==> src/rtl/lqr_state_feedback_step_defines.svh <==
// Assertion macros for the state-feedback step block.
`ifndef LQR_STATE_FEEDBACK_STEP_DEFINES_SVH
`define LQR_STATE_FEEDBACK_STEP_DEFINES_SVH
// Assert that an antecedent implies a consequent in the next cycle.
`define LQR_ASSERT_NEXT(label, clk, rstn, ante, cons, msg) \
  label: assert property (@(posedge clk) disable iff (!rstn) (ante) |=> (cons)) \
    else $error(msg);
// Assert that an expression holds in every cycle out of reset.
`define LQR_ASSERT_ALWAYS(label, clk, rstn, expr, msg) \
  label: assert property (@(posedge clk) disable iff (!rstn) (expr)) \
    else $error(msg);
`endif

==> src/rtl/lqr_pkg.sv <==
// ----------------------------------------------------------------------------
// lqr_pkg
// Shared types, codes and a saturation helper for the state-feedback block.
// ----------------------------------------------------------------------------
package lqr_pkg;

  // Input function codes.
  localparam logic [2:0] FUNC_LOAD  = 3'd0;
  localparam logic [2:0] FUNC_STATE = 3'd1;
  localparam logic [2:0] FUNC_REF   = 3'd2;
  localparam logic [2:0] FUNC_STEP  = 3'd3;
  localparam logic [2:0] FUNC_CLEAR = 3'd4;

  // Table selector codes.
  localparam logic [3:0] SEL_K     = 4'd0;
  localparam logic [3:0] SEL_C     = 4'd1;
  localparam logic [3:0] SEL_KR    = 4'd2;
  localparam logic [3:0] SEL_KI    = 4'd3;
  localparam logic [3:0] SEL_IMIN  = 4'd4;
  localparam logic [3:0] SEL_IMAX  = 4'd5;
  localparam logic [3:0] SEL_UMIN  = 4'd6;
  localparam logic [3:0] SEL_UMAX  = 4'd7;
  localparam logic [3:0] SEL_DUMAX = 4'd8;

  // Fault codes.
  localparam logic [1:0] FAULT_NONE = 2'd0;
  localparam logic [1:0] FAULT_DT   = 2'd1;
  localparam logic [1:0] FAULT_LIM  = 2'd2;

  // Configuration register indexes.
  localparam logic [1:0] CFG_STATES = 2'd0;
  localparam logic [1:0] CFG_INPUTS = 2'd1;
  localparam logic [1:0] CFG_INTEG  = 2'd2;

  // Most results one step can emit.
  localparam int RESULT_LIMIT = 4;

  typedef struct packed {
    logic [2:0]         func;
    logic [3:0]         table_select;
    logic [1:0]         row;
    logic [2:0]         col;
    logic signed [31:0] value;
    logic [31:0]        step_time;
  } in_item_t;

  typedef struct packed {
    logic [1:0]         channel;
    logic signed [31:0] control_value;
    logic               saturated;
    logic               slew_limited;
    logic [1:0]         fault;
    logic               last;
  } out_item_t;

  // Operand selection for the shared multiplier.
  typedef struct packed {
    logic               go;
    logic signed [32:0] a;
    logic signed [32:0] b;
  } mul_req_t;

  // Saturate a wide signed value to 32 bits.
  function automatic logic signed [31:0] sat32(input logic signed [63:0] v);
    logic signed [31:0] r;
    if (v > 64'sd2147483647) r = 32'sh7fffffff;
    else if (v < -64'sd2147483648) r = 32'sh80000000;
    else r = v[31:0];
    return r;
  endfunction

endpackage

==> src/rtl/lqr_mul.sv <==
// ----------------------------------------------------------------------------
// lqr_mul
// Shared registered Q16.16 multiplier: floor(a*b / 2^16).
// ----------------------------------------------------------------------------
module lqr_mul (
  input  logic                clk,
  input  lqr_pkg::mul_req_t   req,
  output logic signed [63:0]  prod
);

  logic signed [65:0] full;

  // Operands are 33-bit signed so the unsigned step time fits.
  assign full = req.a * req.b;

  always_ff @(posedge clk) begin
    if (req.go) begin
      prod <= $signed(full[63:0]) >>> 16;
    end
  end

endmodule

==> config.mk <==
export PLATFORM = sky130hd
export DESIGN_NAME = lqr_mul
export DESIGN_NICKNAME = d
export VERILOG_FILES = /design/src/rtl/lqr_state_feedback_step_defines.svh /design/src/rtl/lqr_pkg.sv /design/src/rtl/lqr_mul.sv
export SDC_FILE = /design/constraint.sdc
export NUM_CORES = 2
export LEC_CHECK = 0
export CORE_ASPECT_RATIO = 0.7
export CORE_UTILIZATION = 33
export CTS_BUF_LIST = sky130_fd_sc_hd__clkbuf_16
export DETAILED_ROUTE_END_ITERATION = 8
export DONT_BUFFER_PORTS = 1
export PLACE_DENSITY = 0.43
export SLEW_MARGIN = 20
export SYNTH_ARGS = -nofsm -noshare
export SYNTH_HDL_FRONTEND = slang
export SYNTH_SLANG_ARGS = --single-unit
==> constraint.sdc <==
create_clock -name clk -period 13.2 [get_ports clk]
set_input_delay 1.32 -clock clk [delete_from_list [all_inputs] [get_ports clk]]
set_output_delay 1.32 -clock clk [all_outputs]
set_load 0.01 [all_outputs]
==> run_results.csv <==
group,metric,value,unit
outcome,status,"complete, no violations",
placement,place.gp.congestion,0.822,
global_routing,grt_pass1_wl,192000,um
worst_setup_path,crit_path_end,"prod[47]",
floorplanning,rows,105,
clocking,cts_tree,"yes",
yosys,ys_seq_area_frac,0.0367,
global_routing,grt_pass1_vias,28100,
yosys,async_flop_share,0,
placement,place_hpwl,101000,um
clocking,postCtsSetupBuffers,0,
worst_setup_path,cp_top_family,"adder cells",
worst_setup_path,crit_top_cell,"fa_1",
sta,finalHoldViolations,0,
placement,port-buffer-count,0,
global_routing,grt_max_degree,49,
floorplanning,dieWidth,414,um
worst_setup_path,path_max_fanout,32,
layout,top_register,"prod",
layout,layout-drive-gt1-share,0.00821,
sta,report.final.slew_viol_count,0,
yosys,avgSynthCellArea,9.57,sq um
yosys,synth_area,39300,sq um
sta,fin_setup_tns,0,ns
floorplanning,pin_count,132,
floorplanning,core_area,118000,sq um
clocking,clockBufferDepth,2,
yosys,ys_types,62,
layout,top_regs,"prod (48)",
yosys,ys_top_cells_by_area,"fa_1 (57%), inv_1 (10%), and2_1 (8.6%), ha_1 (6.6%), nand2_1 (5.2%)",
yosys,synth-edff-count,48,
yosys,synth-main-ff-cell,"edfxtp_1",
clocking,clock-sinks,48,
global_routing,track_usage,0.216,
worst_setup_path,critical_path_arrival,9.17,ns
sta,setup_viol,0,
sta,worst_pin_slew,0.669,ns
worst_setup_path,cp-end-kind,"register",
worst_setup_path,worst_setup_path_start_kind,"input pin",
drt,drt_iter0_markers,1800,
clocking,clkTransAtPathRegs,0.07,ns
drt,ant_nets,0,
sta,relSlewSlack,0.553,
clocking,holdBufCountCts,0,
layout,area_growth,3.14,%
sta,fin_crit_sh,0.688,
yosys,synth.most_common_cell,"fa_1",
layout,final_nets,5294,
worst_setup_path,worstPathCellList,"nand2_1, inv_1, fa_1, fa_1, fa_1, inv_1, fa_1, inv_1, fa_1, fa_1, inv_1, fa_1, fa_1, inv_1, ha_1, a21oi_1, o21bai_1, a21oi_1, o21bai_1, a21o_1, a21oi_1, nand2_1, o221ai_1, xnor2_1",
sta,rsz0062_at_grt,"no",
yosys,synthTopCellsByCount,"fa_1 (1124), inv_1 (1075), nand2_1 (549)",
worst_setup_path,slowest_delay,0.94,ns
drt,num_vias,25500,
sta,fin_crit,9.09,ns
worst_hold_path,hold_class,"input pin to register",
drt,vias_per_cell,4.68,
flow_run,maxCapViolCount,0,
layout,largest_register_ffs,48,
yosys,syn-num-nets,5503,
worst_setup_path,path_class,"input pin to register",
yosys,synth_top_area_share,0.573,
floorplanning,die_y,291,um
yosys,yosys_warnings,0,
clocking,cts_resized,0,
drt,firstDrtPassIters,5,
global_routing,gr-total-overflow,0,
clocking,cts_root_buffer,"clkbuf_16",
drt,drt-total-wl,123000,um
global_routing,antenna_found_initial,6,
sta,max_freq,110,MHz
clocking,cts_buffers,5,
yosys,yosys.area.top_type,"fa_1",
worst_setup_path,crit_cells,24,
worst_setup_path,cp_slowest_cell,"fa_1",
yosys,syn_inst,4104,
floorplanning,die_area,120000,sq um
worst_setup_path,critPathLaunch,"req[0]",
drt,drcViolationCount,0,
yosys,ys_ff_latch,48,
floorplanning,start_util,0.334,
worst_setup_path,critPathBufInv,5,
drt,wl_per_cell,22.6,um
worst_setup_path,required,13.28,ns
clocking,htreeDepth,2,
==> worst min path at each step <==
stage                     startpoint        to  cells after the start
final                        req[66]  prod[29]                      0
after global routing         req[66]  prod[29]                      0
after CTS                    req[66]  prod[29]                      0
after detailed placement     req[66]  prod[29]                      0
after global placement       req[66]  prod[29]                      0
after floorplan              req[66]   prod[0]                      0
==> metal layers <==
metal / wire (um) / share of wire / track usage / vias to the layer above
met5: 0 / 0 / 0 / -
met4: 1220 / 0.0099 / 0.0277 / 0
li1: - / - / - / 11200
met3: 11900 / 0.096 / 0.0644 / 58
met2: 42200 / 0.34 / 0.255 / 740
met1: 67800 / 0.55 / 0.371 / 13500
==> area by class of cell <==
cell class | count | area [sq um]
fill | 12100 | 77100
multi-input combinational | 2762 | 32900
inverter | 1075 | 4040
tap | 1551 | 1940
sequential | 48 | 1440
clock buffer | 5 | 125
timing repair buffer | 3 | 35.0
clock inverter | 3 | 13.8
antenna | 1 | 2.50
==> metrics by stage <==
| stage | setup slack (ns) | instances | hold WS [ns] | util | cell area, sq um |
|---|---|---|---|---|---|
| after floorplan | 4.64 | 4104 | 1.43 | - | 39300 |
| after global placement | 3.86 | 5439 | 1.45 | 0.343 | 40400 |
| after detailed placement | 3.86 | 5439 | 1.45 | 0.343 | 40400 |
| after CTS | 4.22 | 5447 | 1.09 | 0.344 | 40500 |
| after global routing | 3.74 | 5447 | 1.09 | 0.344 | 40500 |
| final | 4.11 | 5448 | 1.10 | 0.344 | 40500 |
==> layout by cell type, fill, tap and decap left out, types with 5 or more instances in the layout <==
master | Yosys | routed
o21ai_0 | 16 | 16
o21bai_1 | 8 | 8
nand3_1 | 15 | 15
xor2_1 | 23 | 23
nor2_1 | 23 | 23
fa_1 | 1124 | 1124
inv_1 | 1075 | 1075
and2_1 | 541 | 541
a21oi_1 | 57 | 57
nand2b_1 | 7 | 7
xnor2_1 | 44 | 44
ha_1 | 207 | 207
o21ai_1 | 12 | 12
a21o_1 | 24 | 24
nand2_1 | 549 | 549
a211oi_1 | 5 | 5
edfxtp_1 | 48 | 48
nor2b_1 | 29 | 29
clkbuf_16 | 0 | 5
nand4_1 | 10 | 10
nor3_1 | 5 | 5
==> logic make-up after synthesis <==
family	after synthesis	share of synthesized area
adders and majority gates	1331	0.639
buffers and inverters	1294	0.125
and+or+nand+nor	1197	0.155
AOI/OAI and AO/OA	166	0.0294
xor gates and xnor gates	67	0.0149
DFF	48	0.0367
muxes	1	0.000255
Power is left out: the tool's default activity adds up to more than one toggle a clock period on the data nets, which glitch-free logic cannot reach.
